<file path="config.mk">
export PLATFORM = sky130hd
export DESIGN_NAME = urlencoded_form_parser_top
export DESIGN_NICKNAME = d
export VERILOG_FILES = /design/src/sv/ufp_pkg.sv /design/src/sv/ufp_front.sv /design/src/sv/ufp_queue.sv /design/src/sv/ufp_back.sv /design/src/sv/urlencoded_form_parser_top.sv
export SDC_FILE = /design/constraint.sdc
export NUM_CORES = 1
export LEC_CHECK = 0
export BUFFER_PORTS_ARGS = -buffer_cell sky130_fd_sc_hd__buf_2
export CAP_MARGIN = 25
export CORE_MARGIN = 10
export CORE_UTILIZATION = 54
export CTS_CLUSTER_SIZE = 14
export DETAILED_ROUTE_END_ITERATION = 10
export GPL_ROUTABILITY_DRIVEN = 1
export PLACE_DENSITY = 0.84
export SYNTH_ARGS = -nofsm -noshare
export SYNTH_HDL_FRONTEND = slang
export SYNTH_SLANG_ARGS = --single-unit
</file>
<file path="constraint.sdc">
create_clock -name i_clk -period 3.33 [get_ports i_clk]
set_clock_uncertainty 0.2 [all_clocks]
set_input_delay 0.333 -clock i_clk [delete_from_list [all_inputs] [get_ports i_clk]]
set_output_delay 0.333 -clock i_clk [all_outputs]
set_load 0.03 [all_outputs]
</file>
<file path="src/sv/ufp_pkg.sv">
// ----------------------------------------------------------------------------
// ufp_pkg
// Shared types and constants for the form-urlencoded parser: character
// codes, pair status codes and the queue entry passed from front to back.
// ----------------------------------------------------------------------------
package ufp_pkg;

    // Characters with a special meaning in a query string
    localparam logic [7:0] CH_PLUS  = 8'h2B;
    localparam logic [7:0] CH_PCT   = 8'h25;
    localparam logic [7:0] CH_AMP   = 8'h26;
    localparam logic [7:0] CH_EQ    = 8'h3D;
    localparam logic [7:0] CH_SPACE = 8'h20;

    // Pair status codes carried on a pair end
    localparam logic [1:0] ST_OK      = 2'd0;
    localparam logic [1:0] ST_BAD_ESC = 2'd1;
    localparam logic [1:0] ST_NO_EQ   = 2'd2;

    // Everything one input byte produces: an optional byte, an optional pair end
    typedef struct packed {
        logic       emit;      // a decoded byte is present
        logic [7:0] obyte;     // decoded byte
        logic       opart;     // byte part: 0 name, 1 value
        logic       closed;    // a pair end follows
        logic       cpart;     // pair end part: 1 if the value was reached
        logic [1:0] cst;       // pair end status
        logic       send;      // pair end was caused by the final byte
    } t_ufp_entry;

endpackage

</file>
<file path="src/sv/ufp_front.sv">
// ----------------------------------------------------------------------------
// ufp_front
// Accepts query string bytes, tracks the pair phase and escape digit, and
// turns each byte into at most one queue entry (decoded byte and/or pair end).
// ----------------------------------------------------------------------------
module ufp_front (
    input  logic                i_clk,
    input  logic                i_rst_n,
    input  logic                i_valid,
    input  logic [7:0]          i_byte,
    input  logic                i_last,
    input  logic                i_q_ready,
    output logic                o_ready,
    output logic                o_push,
    output ufp_pkg::t_ufp_entry o_entry
);
    import ufp_pkg::*;

    typedef enum logic [5:0] {
        PH_BETWEEN = 6'b000001,
        PH_NAME    = 6'b000010,
        PH_VALUE   = 6'b000100,
        PH_PCT1    = 6'b001000,
        PH_PCT2    = 6'b010000,
        PH_SKIP    = 6'b100000
    } t_phase;

    // Bit 4 set means not a hex digit
    function automatic logic [4:0] hex_digit(input logic [7:0] c);
        logic [4:0] r;
        begin
            if (c >= 8'h30 && c <= 8'h39) begin
                r = {1'b0, c[3:0]};
            end else if ((c >= 8'h61 && c <= 8'h66) || (c >= 8'h41 && c <= 8'h46)) begin
                r = {1'b0, c[3:0] + 4'd9};
            end else begin
                r = 5'h10;
            end
            return r;
        end
    endfunction

    function automatic logic [1:0] close_status(input t_phase p);
        logic [1:0] r;
        begin
            if (p == PH_NAME) begin
                r = ST_NO_EQ;
            end else if (p == PH_VALUE) begin
                r = ST_OK;
            end else begin
                r = ST_BAD_ESC;
            end
            return r;
        end
    endfunction

    t_phase     r_phase, n_phase;
    logic [3:0] r_hex, n_hex;
    t_ufp_entry w_ent;
    logic [4:0] w_d;
    t_phase     w_p;
    logic       w_take;

    assign o_ready = i_q_ready;
    assign w_take  = i_valid && i_q_ready;
    assign w_d     = hex_digit(i_byte);

    // Classify the byte and step the phase
    always_comb begin
        w_ent   = '0;
        n_hex   = r_hex;
        w_p     = r_phase;
        if (i_byte == CH_AMP) begin
            if (r_phase != PH_BETWEEN) begin
                w_ent.closed = 1'b1;
                w_ent.cst    = close_status(r_phase);
                w_ent.cpart  = (r_phase != PH_NAME);
                w_p          = PH_BETWEEN;
            end
        end else begin
            case (r_phase)
                PH_VALUE: begin
                    if (i_byte == CH_PCT) begin
                        w_p = PH_PCT1;
                    end else begin
                        w_ent.emit  = 1'b1;
                        w_ent.opart = 1'b1;
                        w_ent.obyte = (i_byte == CH_PLUS) ? CH_SPACE : i_byte;
                    end
                end
                PH_PCT1: begin
                    if (!w_d[4]) begin
                        n_hex = w_d[3:0];
                        w_p   = PH_PCT2;
                    end else begin
                        w_p = PH_SKIP;
                    end
                end
                PH_PCT2: begin
                    if (!w_d[4]) begin
                        w_ent.emit  = 1'b1;
                        w_ent.opart = 1'b1;
                        w_ent.obyte = {r_hex, w_d[3:0]};
                        w_p         = PH_VALUE;
                    end else begin
                        w_p = PH_SKIP;
                    end
                end
                PH_SKIP: begin
                    w_p = PH_SKIP;
                end
                default: begin
                    // between pairs or in the name
                    if (i_byte == CH_EQ) begin
                        w_p = PH_VALUE;
                    end else begin
                        w_ent.emit  = 1'b1;
                        w_ent.obyte = i_byte;
                        w_p         = PH_NAME;
                    end
                end
            endcase
        end

        // Close an open pair on the final byte
        if (i_last && !w_ent.closed && w_p != PH_BETWEEN) begin
            w_ent.closed = 1'b1;
            w_ent.cst    = close_status(w_p);
            w_ent.cpart  = (w_p != PH_NAME);
        end
        w_ent.send = i_last && w_ent.closed;
        n_phase    = i_last ? PH_BETWEEN : w_p;
        if (w_ent.closed) begin
            n_hex = 4'd0;
        end
    end

    assign o_entry = w_ent;
    assign o_push  = w_take && (w_ent.emit || w_ent.closed);

    // Hold state between bytes
    always_ff @(posedge i_clk) begin
        if (!i_rst_n) begin
            r_phase <= PH_BETWEEN;
            r_hex   <= 4'd0;
        end else if (w_take) begin
            r_phase <= n_phase;
            r_hex   <= n_hex;
        end
    end

endmodule

</file>
<file path="src/sv/ufp_queue.sv">
// ----------------------------------------------------------------------------
// ufp_queue
// Short entry queue between front and back so each side stalls on its own.
// ----------------------------------------------------------------------------
module ufp_queue #(
    parameter int QDEPTH = 4
) (
    input  logic                i_clk,
    input  logic                i_rst_n,
    input  logic                i_push,
    input  ufp_pkg::t_ufp_entry i_entry,
    input  logic                i_pop,
    output logic                o_ready,
    output logic                o_valid,
    output ufp_pkg::t_ufp_entry o_entry
);
    import ufp_pkg::*;

    localparam int AW = (QDEPTH > 1) ? $clog2(QDEPTH) : 1;
    localparam int CW = $clog2(QDEPTH + 1);
    localparam logic [AW-1:0] LAST_IDX = AW'(QDEPTH - 1);
    localparam logic [CW-1:0] FULL_CNT = CW'(QDEPTH);

    t_ufp_entry    r_mem [QDEPTH];
    logic [AW-1:0] r_wr, r_rd;
    logic [CW-1:0] r_cnt;
    logic          w_push, w_pop;

    assign o_ready = (r_cnt != FULL_CNT);
    assign o_valid = (r_cnt != '0);
    assign o_entry = r_mem[r_rd];
    assign w_push  = i_push && o_ready;
    assign w_pop   = i_pop && o_valid;

    // Store entries
    always_ff @(posedge i_clk) begin
        if (w_push) begin
            r_mem[r_wr] <= i_entry;
        end
    end

    // Advance pointers and count
    always_ff @(posedge i_clk) begin
        if (!i_rst_n) begin
            r_wr  <= '0;
            r_rd  <= '0;
            r_cnt <= '0;
        end else begin
            if (w_push) begin
                r_wr <= (r_wr == LAST_IDX) ? '0 : r_wr + 1'b1;
            end
            if (w_pop) begin
                r_rd <= (r_rd == LAST_IDX) ? '0 : r_rd + 1'b1;
            end
            if (w_push && !w_pop) begin
                r_cnt <= r_cnt + 1'b1;
            end else if (w_pop && !w_push) begin
                r_cnt <= r_cnt - 1'b1;
            end
        end
    end

endmodule

</file>
<file path="src/sv/ufp_back.sv">
// ----------------------------------------------------------------------------
// ufp_back
// Takes queue entries and delivers their results one per transaction:
// the decoded byte first, then the pair end, from an output register.
// ----------------------------------------------------------------------------
module ufp_back (
    input  logic                i_clk,
    input  logic                i_rst_n,
    input  logic                i_valid,
    input  ufp_pkg::t_ufp_entry i_entry,
    output logic                o_pop,
    input  logic                i_tready,
    output logic                o_tvalid,
    output logic [7:0]          o_byte,
    output logic                o_part,
    output logic                o_pair_end,
    output logic [1:0]          o_status,
    output logic                o_string_end,
    output logic                o_run_last
);
    import ufp_pkg::*;

    t_ufp_entry r_ent;
    logic       r_valid;
    logic       r_sub;       // byte of a two-result entry already sent
    logic       w_show_byte, w_fin, w_load;

    assign w_show_byte = r_ent.emit && !r_sub;
    assign w_fin       = !(w_show_byte && r_ent.closed);
    assign w_load      = !r_valid || (i_tready && w_fin);
    assign o_pop       = w_load && i_valid;

    // Hold the current entry and step through its results
    always_ff @(posedge i_clk) begin
        if (!i_rst_n) begin
            r_valid <= 1'b0;
            r_sub   <= 1'b0;
        end else if (w_load) begin
            r_valid <= i_valid;
            r_sub   <= 1'b0;
        end else if (i_tready) begin
            r_sub <= 1'b1;
        end
    end

    always_ff @(posedge i_clk) begin
        if (o_pop) begin
            r_ent <= i_entry;
        end
    end

    // Drive the current result
    assign o_tvalid     = r_valid;
    assign o_byte       = w_show_byte ? r_ent.obyte : 8'd0;
    assign o_part       = w_show_byte ? r_ent.opart : r_ent.cpart;
    assign o_pair_end   = !w_show_byte;
    assign o_status     = w_show_byte ? ST_OK : r_ent.cst;
    assign o_string_end = w_show_byte ? 1'b0 : r_ent.send;
    assign o_run_last   = w_fin;

endmodule

</file>
<file path="src/sv/urlencoded_form_parser_top.sv">
// ----------------------------------------------------------------------------
// urlencoded_form_parser_top
// Streaming form-urlencoded query string parser, one byte per transaction in.
// ----------------------------------------------------------------------------
// The parser takes one query string byte per cycle and emits name and value
// bytes (value bytes decoded: '+' to space, '%hh' to a byte) followed by a
// pair end marker with a status for every pair. Input runs at one byte per
// cycle as long as the entry queue of QDEPTH entries has room; the output
// register delivers one result per cycle while m_axis_tready is high, so a
// byte that both yields a character and closes a pair yields two results,
// and a skipped byte yields none. An accepted byte passes through the entry
// queue and then the output register before its first result appears.
module urlencoded_form_parser_top #(
    parameter int QDEPTH = 4
) (
    input  logic        i_clk,
    input  logic        i_rst_n,
    input  logic        s_axis_tvalid,
    output logic        s_axis_tready,
    input  logic [7:0]  s_axis_tdata,   // [7:0] in_byte
    input  logic        s_axis_tlast,   // last
    output logic        m_axis_tvalid,
    input  logic        m_axis_tready,
    output logic [15:0] m_axis_tdata,   // [7:0] out_byte, [9:8] status,
                                        // [10] string_end, [15:11] zero
    output logic [1:0]  m_axis_tuser,   // [0] part, [1] pair_end
    output logic        m_axis_tlast    // run_last
);
    import ufp_pkg::*;

    t_ufp_entry w_f_entry, w_q_entry;
    logic       w_push, w_q_ready, w_q_valid, w_pop;
    logic [7:0] w_byte;
    logic [1:0] w_status;
    logic       w_part, w_pair_end, w_string_end, w_run_last;

    ufp_front u_front (
        .i_clk     (i_clk),
        .i_rst_n   (i_rst_n),
        .i_valid   (s_axis_tvalid),
        .i_byte    (s_axis_tdata),
        .i_last    (s_axis_tlast),
        .i_q_ready (w_q_ready),
        .o_ready   (s_axis_tready),
        .o_push    (w_push),
        .o_entry   (w_f_entry)
    );

    ufp_queue #(
        .QDEPTH (QDEPTH)
    ) u_queue (
        .i_clk   (i_clk),
        .i_rst_n (i_rst_n),
        .i_push  (w_push),
        .i_entry (w_f_entry),
        .i_pop   (w_pop),
        .o_ready (w_q_ready),
        .o_valid (w_q_valid),
        .o_entry (w_q_entry)
    );

    ufp_back u_back (
        .i_clk        (i_clk),
        .i_rst_n      (i_rst_n),
        .i_valid      (w_q_valid),
        .i_entry      (w_q_entry),
        .o_pop        (w_pop),
        .i_tready     (m_axis_tready),
        .o_tvalid     (m_axis_tvalid),
        .o_byte       (w_byte),
        .o_part       (w_part),
        .o_pair_end   (w_pair_end),
        .o_status     (w_status),
        .o_string_end (w_string_end),
        .o_run_last   (w_run_last)
    );

    // Pack result fields
    assign m_axis_tdata = {5'd0, w_string_end, w_status, w_byte};
    assign m_axis_tuser = {w_pair_end, w_part};
    assign m_axis_tlast = w_run_last;

    // A pair end carries no byte
    a_end_no_byte: assert property (@(posedge i_clk) disable iff (!i_rst_n)
        m_axis_tvalid && w_pair_end |-> w_byte == 8'd0)
        else $error("pair end carries a byte");

    // A byte result carries no status and no string end
    a_byte_clean: assert property (@(posedge i_clk) disable iff (!i_rst_n)
        m_axis_tvalid && !w_pair_end |-> w_status == ST_OK && !w_string_end)
        else $error("byte result carries pair end fields");

    // A byte that is not the last result of its item is followed by its pair end
    a_byte_then_end: assert property (@(posedge i_clk) disable iff (!i_rst_n)
        m_axis_tvalid && m_axis_tready && !w_pair_end && !w_run_last
        |=> m_axis_tvalid && w_pair_end && w_run_last)
        else $error("pair end lost after byte");

    // Only defined status codes appear
    a_status_code: assert property (@(posedge i_clk) disable iff (!i_rst_n)
        m_axis_tvalid |-> w_status != 2'd3)
        else $error("undefined status code");

endmodule
</file>
Word level (Yosys, flattened, before mapping). Memory sizes are Yosys's and may differ from the RTL's. A register that Yosys moved wholly into a read port is not among the register bits. Index checks and enable logic that the tools add are counted.

Word-level logic and storage cells: 110. RAM bits: 60. Bits in registers: 19. Memories: 1.

Eq/ne operators: 20. Bitwise gates (word level): 1. Add/subtract/negate cells: 5. Reduce and logical (&&, ||, !) cells: 32. Mux-type cells: 38. Magnitude comparators: 6.

Memories: u_queue.r_mem (words 4, width 15, rd ports 1, clocked after memory_dff 1, write ports 1, line ufp_queue.sv:24) `t_ufp_entry r_mem [QDEPTH];`.

Operator list (count): $mux W6 (6); $eq A8 B6 Y1 const B (4); $mux W10 (3); $mux W4 (7); $pmux W9 S3 (1); $pmux W6 S4 (1); $ge A8 B7 Y1 const B (2); $le A8 B7 Y1 const B (2); $logic_and A1 B1 Y1 (16); $mux W8 (2); $eq A6 B2 Y1 const B (2); $eq A6 B3 Y1 const B (2); $ne A6 B1 Y1 const B (2); $ne A6 B2 Y1 const B (2); $mux W2 (5); $mux W5 (2); $mux W3 (3); $mux W9 (1); $ge A8 B6 Y1 const B (1); $le A8 B6 Y1 const B (1); $logic_not A1 Y1 (7); $eq A6 B4 Y1 const B (1); $eq A6 B5 Y1 const B (1); $eq A6 B6 Y1 const B (1); 15 further kinds (27).

Depth between registers and ports, before layout. Gate-level depths: netlist of run 1.

Word-level depth: 19. Depth in mapped cells: 14.

By module. From an unflattened synthesis of run 1, not the netlist that was laid out.

Cells, all modules: 330. Area total of the unflattened synthesis: 4496.8 sq um.

By module, submodules not included: ufp_queue (area each 2647.5 sq um, cells each 129, times used 1); ufp_front (area each 1119.8 sq um, cells each 150, times used 1); ufp_back (area each 665.6 sq um, cells each 42, times used 1); urlencoded_form_parser_top (area each 63.8 sq um, cells each 9, times used 1).

Worst setup path before layout of run 1. OpenSTA, ideal clock, no wires.

Path type: in2reg. Start point: input port s_axis_tdata[4]. End point: register u_queue.r_cnt[2]. Arrival: 2959 ps. Cell stages on the path: 12. Buffers on the path: 1. Setup slack: 95 ps. Library setup time: 76 ps. Cell sequence: or4b_4 > nor3_4 > mux2i_1 > inv_2 > o21ba_1 > buf_6 > ha_1 > inv_1 > fa_1 > xor2_1 > or3_1 > a21boi_0.

RTL lines: from (decl) (line urlencoded_form_parser_top.sv:20) `input logic [7:0] s_axis_tdata,`; to (signal assigned) (line ufp_queue.sv:56) `r_cnt <= r_cnt + 1'b1;`; to (signal assigned) (line ufp_queue.sv:58) `r_cnt <= r_cnt - 1'b1;`; to (decl) (line ufp_queue.sv:26) `logic [CW-1:0] r_cnt;`.

==> results of run 1 <==
how the worst min path moves through the flow:
stage / end / slack [ps] / depth (start not counted)
6_report: u_back.r_sub$_SDFFE_PP0P_ / 50 / 3
4_1_cts: u_back.r_sub$_SDFFE_PP0P_ / 50 / 3
3_5_place_dp: u_front.r_hex[1]$_SDFFE_PN0P_ / 270 / 2
5_1_grt: u_back.r_sub$_SDFFE_PP0P_ / 80 / 3
2_1_floorplan: u_front.r_hex[3]$_SDFFE_PN0P_ / 250 / 2
3_3_place_gp: u_front.r_hex[2]$_SDFFE_PN0P_ / 260 / 2
placed cells by master (no fill, tap or decap), types with 3 or more instances in the layout:
cell type,count
o21ai_1,3
mux2i_1,6
ha_1,10
edfxtp_1,75
nor2_1,12
dfxtp_1,16
nand3b_1,6
nand2_1,26
inv_8,3
clkbuf_8,9
buf_2,28
buf_4,9
nor2b_1,11
nand3_1,10
dfxtp_2,3
o21ai_0,16
xor2_1,3
conb_1,5
and2_1,16
a21oi_1,9
mux4_2,15
a22oi_1,3
inv_1,9
nor3_1,8
metrics by stage:
| stage | hold slack (ps) | cells | instance area, um^2 |
|---|---|---|---|
| 5_1_grt | 80.50 | 464 | 4840 |
| 6_report | 50.00 | 464 | 4840 |
| 3_5_place_dp | 269.6 | 448 | 4614 |
| 3_3_place_gp | 263.4 | 448 | 4614 |
| 2_1_floorplan | 245.5 | 332 | 4403 |
| 4_1_cts | 45.74 | 464 | 4826 |
state kept, by name, summed over array words and instances (netlist names):
register,flops
u_back.o_tvalid,1
u_back.r_ent,15
u_back.r_sub,1
u_front.r_hex,4
u_front.r_phase,6
u_queue.r_cnt,3
u_queue.r_mem,60
u_queue.r_rd,2
u_queue.r_wr,2
per-layer routing:
| layer | GRT usage (%) | share of wire [%] | vias up |
|---|---|---|---|
| met3 | 3.250 | 8.9 | 20 |
| met1 | 16.38 | 38 | 1283 |
| met4 | 6.055 | 2.0 | 0 |
| met2 | 25.23 | 51 | 121 |
| li1 | - | - | 1275 |
| met5 | 0 | 0 | - |
cell families (layout without fill, tap and decap cells):
group	after synthesis	after routing	synth area share, %
AO/OA/AOI/OAI	53	53	8.526
XOR/XNOR	4	4	0.7985
adder cells (fa/ha/maj)	11	11	3.308
buffers and inverters	33	63	3.764
flip-flops	94	94	59.99
multiplexers	22	22	9.324
other	1	5	0.08546
AND/OR/NAND/NOR	110	110	14.20
final cells by class:
type / instances / share of cell area (%)
flip-flops and latches: 94 / 54.47
multi-input cells: 205 / 33.45
repair buffers: 37 / 4.292
well taps: 102 / 2.637
clock buffers: 9 / 2.559
clock inverters: 7 / 1.810
inverters: 10 / 0.7756
tightest hold or removal path, delay by kind of cell:
family	cells	cell delay [ps]
compound gates	1	70
buf+inv	1	90
simple gates	1	80
power breakdown:
group / internal [uW] / switching, uW / leakage, uW / total (uW)
clock: 365 / 429 / 0.000102 / 794
combinational: 438 / 644 / 0.000792 / 1080
sequential: 1530 / 97.6 / 0.000852 / 1630
==> results.toml, run 1 <==
[final_layout]
drive_gt1_share_pct = 23.76
multiInputGateArea_um2 = 1619
nets = 381
n_fill_cell = 579
final_util_pct = 61.99
antenna_cells = 0
ff_latch_area_um2 = 2636
areaGrowthSynthToFinish_pct = 10.29

[global_route]
antenna_found_initial = 0
grt_max_degree = 27
overflow = 0
first_global_vias = 2723
grt_pass1_wl_um = 13360
grt.total_usage_pct = 14.31

[place]
place_congestion = 0.9091
hpwl_um = 5879
port_buffers = 28
post-place-ws_ps = -1.290

[synthesis]
synth_top_area_share_pct = 51.33
synth_seq_area_share_pct = 59.99
synth_cells = 328
syn_avg_cell_area_um2 = 13.38
synth_top_cells_by_area = "edfxtp_1, dfxtp_1, mux4_2, ha_1, nand2_1"
synth_edf_count = 75
synth_cell_types = 59
synth_seq_cells = 94
yosysTopAreaCell = "edfxtp_1"
synthArstFlopShare_pct = 0
synth_most_common_cell = "edfxtp_1"
synth_ff_type = "edfxtp_1"
synth_warnings = 0
synth_commonest_cells = "edfxtp_1, nand2_1, dfxtp_1"
synth_area_um2 = 4388

[clocking]
cts_tree = "done"
postCtsHoldBufs = 0
clk_latency_ps = 360
htreeDepth = 3
clk_path_buf_depth = 2
post_cts_buffers = 0
clk_pin_slew_worst_paths_ps = 90
cts_buffers = 9
cts.sinks = 94
cts_resized = 0
cts_root_buf = "clkbuf_8"

[sta]
maxSlewViolCount = 0
max_freq_mhz = 322.6
setup_slack_ps = 229.8
setup_violations = 0
period_share_pct = 93.10
fin_crit_ps = 3100
fin_setup_tns_ps = 0
maxSlewHeadroom_pct = 33.25
rsz0062_at_grt = "false"
tightestPinTransition_ps = 988.8
final_hold_viol_count = 0

[setup_path]
worst-setup-path-type = "flip-flop to flip-flop"
cp_slowest_cell = "fa_1"
r2r_start = "u_front.r_phase[0]$_SDFFE_PN1P_"
end_kind = "flip-flop"
reg2reg_depth = 11
cp_num_cells = 11
crit_path_start = "u_front.r_phase[0]$_SDFFE_PN1P_"
start_kind = "flip-flop"
required_ps = 3410
arrival_ps = 3180
worstPathBufferInverterCount = 1
critPathTopFamily = "simple AND/OR/NAND/NOR gates"
crit_path_max_fanout = 7
cp-endpoint = "u_queue.r_cnt[2]$_SDFFE_PN0P_"
cpPeakStageDelay_ps = 430
r2r_end = "u_queue.r_cnt[2]$_SDFFE_PN0P_"
r2r_slack_ps = 230
cp_cell_sequence = "nor2_1, nand4b_1, nand2b_4, a31oi_4, o21ba_1, ha_1, inv_1, fa_1, xor2_1, or3_1, a21boi_0"

[detailed_routing]
drt_iter0_markers = 211
ant_nets = 0
drt_first_pass_iters = 5
via_per_inst = 5.817
wire_per_inst_um = 18.12
drc = 0
routed_wl_um = 8409
num_vias = 2699

[die]
start_util_pct = 56.20
rows = 32
die_y_um = 110.1
core_um2 = 7807
die-area_um2 = 12130
die_x_um = 110.1
boundaryPins = 34

[min_path]
hold_start = "m_axis_tready"
hp-class = "primary input to flip-flop"

[power_and_ir_drop]
ir_worst_vdd_uv = 231.9
power.leakage_uw = 0.001745
powerDensity_nw_per_um2 = 724.5
total_power_uw = 3506

[status]
status = "finished clean"

[job]
cap_viol_max_count = 0
No activity file was read; power rests on OpenSTA's default activity.
==> run 2, diff against run 1 <==
BUFFER_PORTS_ARGS = -buffer_cell sky130_fd_sc_hd__buf_4   (was -buffer_cell sky130_fd_sc_hd__buf_2)
==> run 2 against run 1 <==
Compared with the run above: maximum frequency fell by 2.9%; worst hold slack got worse by 3.0 ps; sequential power barely moved; register-to-register slack got worse by 90 ps; final cell count fell by 0.43%; critical path depth did not move; critical path type unchanged; critical endpoint unchanged; largest cell class unchanged.
==> results.toml, run 2 (synthesis results as in run 1) <==
[status]
status = "finished clean"

[clocking]
clk_latency_ps = 350
cts.sinks = 94
cts_tree = "done"
cts_buffers = 9
htreeDepth = 3
clk_pin_slew_worst_paths_ps = 100
cts_root_buf = "clkbuf_8"
cts_resized = 0
postCtsHoldBufs = 0
clk_path_buf_depth = 2
post_cts_buffers = 0

[power_and_ir_drop]
p_sw_share_pct = 33.39
power_frac_comb_pct = 32.7
power.leakage_uw = 0.001747
seqPwrFrac_pct = 46.8
p_clk_share_pct = 20.5
internal_power_uw = 2317
ir_worst_vdd_uv = 267.8
netSwitchingPower_uw = 1161
powerDensity_nw_per_um2 = 715.7

[sta]
max_freq_mhz = 313.2
setup_violations = 0
period_share_pct = 95.87
rsz0062_at_grt = "false"
fin_setup_tns_ps = 0
maxSlewViolCount = 0
final_hold_viol_count = 0
maxSlewHeadroom_pct = 34.31
tightestPinTransition_ps = 973.0
fin_crit_ps = 3193

[final_layout]
ff_latch_area_um2 = 2633
largest_reg_flops = 60
final_util_pct = 62.26
reg_top3 = "u_queue.r_mem: 60 flops, u_back.r_ent: 15 flops, u_front.r_phase: 6 flops"
multiInputGateArea_um2 = 1612
nets = 379
final_cell_area_um2 = 4861
final_common_cell = "edfxtp_1"
n_fill_cell = 575
drive_gt1_share_pct = 21.94
registers.top_by_ff_count = "u_queue.r_mem"
antenna_cells = 0
final_cell_mix = "edfxtp_1, buf_4, nand2_1"
areaGrowthSynthToFinish_pct = 10.78

[setup_path]
cp_cell_sequence = "nor2b_2, nand3_1, a31o_4, a31oi_4, o21ba_1, ha_1, inv_1, fa_1, xor2_1, or3_1, a21boi_0"
cp_slowest_cell = "dfxtp_1"
required_ps = 3400
crit_path_max_fanout = 8
end_kind = "flip-flop"
worstPathBufferInverterCount = 1
critPathTopFamily = "compound AO/OA/AOI/OAI gates"
worst-setup-path-type = "flip-flop to flip-flop"
arrival_ps = 3260
cpPeakStageDelay_ps = 450
start_kind = "flip-flop"

[die]
die-area_um2 = 12130
core_um2 = 7807
boundaryPins = 34
die_y_um = 110.1
start_util_pct = 56.20
die_x_um = 110.1
rows = 32

[detailed_routing]
drc = 0
drt_iter0_markers = 216
ant_nets = 0
drt_first_pass_iters = 4
via_per_inst = 5.781
num_vias = 2671
wire_per_inst_um = 17.56
routed_wl_um = 8113

[place]
port_buffers = 28
placed_area_um2 = 4669
hpwl_um = 5686
place_congestion = 0.8991

[job]
cap_viol_max_count = 0

[global_route]
antenna_found_initial = 0
first_global_vias = 2627
grt_pass1_wl_um = 13050
grt.total_usage_pct = 13.80
overflow = 0
grt_max_degree = 27

[min_path]
hp-class = "primary input to flip-flop"
[run 2: worst paths after layout]
kind | cells after the start | end | from | slack (ps)
worst min-delay path | 3 | u_back.r_sub$_SDFFE_PP0P_ | m_axis_tready | 50
worst max register to register | 11 | u_queue.r_cnt[2]$_SDFFE_PN0P_ | u_front.r_phase[4]$_SDFFE_PN0P_ | 140
worst min register to register | 2 | u_front.r_hex[2]$_SDFFE_PN0P_ | u_front.r_hex[2]$_SDFFE_PN0P_ | 280
worst max-delay path | 11 | u_queue.r_cnt[2]$_SDFFE_PN0P_ | u_front.r_phase[4]$_SDFFE_PN0P_ | 140
[run 2: final cells by class]
class | count | area share, %
Clock buffer | 9 | 2.548
Inverter | 10 | 0.7722
Multi-Input combinational cell | 205 | 33.15
Tap cell | 102 | 2.625
Clock inverter | 7 | 1.338
Timing Repair Buffer | 35 | 5.405
Sequential cell | 94 | 54.16
[run 2: stage by stage]
stage | instances | worst slack, ps | hold WS, ps | total power [uW]
after global routing | 462 | 21.16 | 59.39 | 3665
after global placement | 446 | 114.3 | 257.8 | 2767
final | 462 | 137.4 | 47.03 | 3479
after floorplan | 332 | 94.97 | 245.5 | 2482
after CTS | 462 | 117.7 | 39.62 | 3521
after detailed placement | 446 | 43.15 | 270.4 | 2818
[run 2: power groups by stage]
stage               clock [uW]  sequential [uW]  combinational (uW)
CTS                        723             1630                1160
detailed placement           0             1660                1160
floorplan                    0             1610                 867
finish                     712             1630                1140
global route               774             1650                1240
global placement             0             1640                1120
[run 2: worst register-to-register path: cells and delay by family, from the launching register on]
kind                       cells  cell delay (ps)
AOI/OAI and AO/OA              4              890
and+or+nand+nor                3              730
adders and majority gates      2              620
DFF                            1              450
xor gates and xnor gates       1              170
buffers and inverters          1               70
[run 2: routing by layer]
layer	routed length [um]	global-route usage [%]	up-vias	share of wire, %
met2	4052	23.24	95	50
met5	0	0	-	0
met1	3396	16.95	1290	42
met3	513	3.018	13	6.3
li1	-	-	1273	-
met4	150	5.505	0	1.8
==> run 3, diff against run 2 <==
CORE_MARGIN = 4   (was 10)
REMOVE_ABC_BUFFERS = 1   (was default)
==> run 3 against run 2 <==
Compared with the run above: power increased by 3.1%; worst hold slack got worse by 1.3 ps; clock power increased by 15%; combinational power about the same; final area increased by 0.72%; critical path depth unchanged; sequential power about the same; maximum frequency increased by 2.3%; first-iteration DRC count decreased by 18%; sequential cell count unchanged; register-to-register slack improved by 70 ps; largest power group unchanged.
==> results.toml, run 3 (synthesis results as in run 1) <==
[clocking]
cts_root_buf = "clkbuf_8"
clk_path_buf_depth = 2
cts_tree = "done"
cts.sinks = 94
htreeDepth = 3
post_cts_buffers = 0
cts_buffers = 9
clk_pin_slew_worst_paths_ps = 90
postCtsHoldBufs = 0
cts_resized = 0
clk_latency_ps = 360

[place]
port_buffers = 28
hpwl_um = 5699
dp.cells = 447
placed_area_um2 = 4677
place_congestion = 0.9284

[final_layout]
final_cell_area_um2 = 4896
drive_gt1_share_pct = 21.88
largest_reg_flops = 60
registers.top_by_ff_count = "u_queue.r_mem"
final_common_cell = "edfxtp_1"
areaGrowthSynthToFinish_pct = 11.58
reg_top3 = "u_queue.r_mem: 60 flops, u_back.r_ent: 15 flops, u_front.r_phase: 6 flops"
final_cell_mix = "edfxtp_1, buf_4, nand2_1"
nets = 380
antenna_cells = 0
stdcell_count = 463

[detailed_routing]
via_per_inst = 5.836
drt_iter0_markers = 177
ant_nets = 0
drt_first_pass_iters = 4
num_vias = 2702
drc = 0
wire_per_inst_um = 17.67
routed_wl_um = 8183

[setup_path]
arrival_ps = 3200
required_ps = 3410
worst-setup-path-type = "flip-flop to flip-flop"
crit_path_max_fanout = 10
end_kind = "flip-flop"
start_kind = "flip-flop"

[power_and_ir_drop]
ir_worst_vdd_uv = 281.7
power.leakage_uw = 0.001759
power_frac_comb_pct = 31.0
seqPwrFrac_pct = 46.3
powerDensity_nw_per_um2 = 732.5
internal_power_uw = 2455
p_clk_share_pct = 22.7
p_sw_share_pct = 31.55
netSwitchingPower_uw = 1131

[sta]
period_share_pct = 93.71
maxSlewViolCount = 0
setup_violations = 0
max_freq_mhz = 320.5
whs_ps = 45.70
maxSlewHeadroom_pct = 40.75
fin_setup_tns_ps = 0
fin_crit_ps = 3121
rsz0062_at_grt = "false"
tightestPinTransition_ps = 877.7
final_hold_viol_count = 0

[global_route]
grt.total_usage_pct = 17.86
antenna_found_initial = 0
grt_max_degree = 27
overflow = 0
grt_pass1_wl_um = 13510
first_global_vias = 2730

[die]
die_y_um = 98.15
core_um2 = 7807
start_util_pct = 56.20
rows = 32
die-area_um2 = 9632
die_x_um = 98.15
boundaryPins = 34

[status]
status = "finished clean"

[min_path]
hp-class = "primary input to flip-flop"

[job]
cap_viol_max_count = 0
-- run 3: layout make-up --
class / count / area [um^2]
fillers: 574 / 2912
well taps: 102 / 127.6
clock buffers: 11 / 131.4
clock inverters: 5 / 83.83
flip-flops and latches: 94 / 2634
multi-input cells: 205 / 1612
inverters: 10 / 37.54
repair buffers: 36 / 270.3
-- run 3: worst paths after layout --
check | startpoint | end | slack (ps) | depth (start not counted)
setup reg to reg | u_front.r_phase[3]$_SDFFE_PN0P_ | u_queue.r_cnt[2]$_SDFFE_PN0P_ | 210 | 11
hold reg to reg | u_front.r_hex[3]$_SDFFE_PN0P_ | u_front.r_hex[3]$_SDFFE_PN0P_ | 280 | 2
hold / removal | m_axis_tready | u_back.r_sub$_SDFFE_PP0P_ | 50 | 3
setup / recovery | u_front.r_phase[3]$_SDFFE_PN0P_ | u_queue.r_cnt[2]$_SDFFE_PN0P_ | 210 | 11
-- run 3: routing by layer --
layer	global-route usage [%]	wire length, um	vias up
li1	-	-	1273
met3	2.786	389	16
met2	29.16	4207	78
met1	23.75	3399	1335
met4	8.088	188	0
met5	0	0	-
-- run 3: power groups by stage --
stage                     registers (uW)  logic, uW  clock network [uW]
after global placement              1670       1090                   0
final                               1660       1110                 816
after floorplan                     1680        744                   0
after global routing                1680       1220                 871
after CTS                           1660       1130                 824
after detailed placement            1690       1120                   0
-- run 3: worst max-delay path, stage by stage (launching register included) --
cell	delay, ps
dfxtp_1	490
xor2_1	110
o211ai_1	270
nand2_1	230
a31oi_4	270
o21ba_1	170
ha_1	180
inv_1	60
fa_1	420
xor2_1	180
or3_1	300
a21boi_0	170
-- run 3: stage by stage --
step	total power [uW]	worst slack (ps)	util, %
floorplan	2422	37.89	-
global placement	2760	93.22	59.90
detailed placement	2810	22.30	59.90
CTS	3619	112.3	62.66
global route	3773	28.42	62.71
finish	3586	209.4	62.71
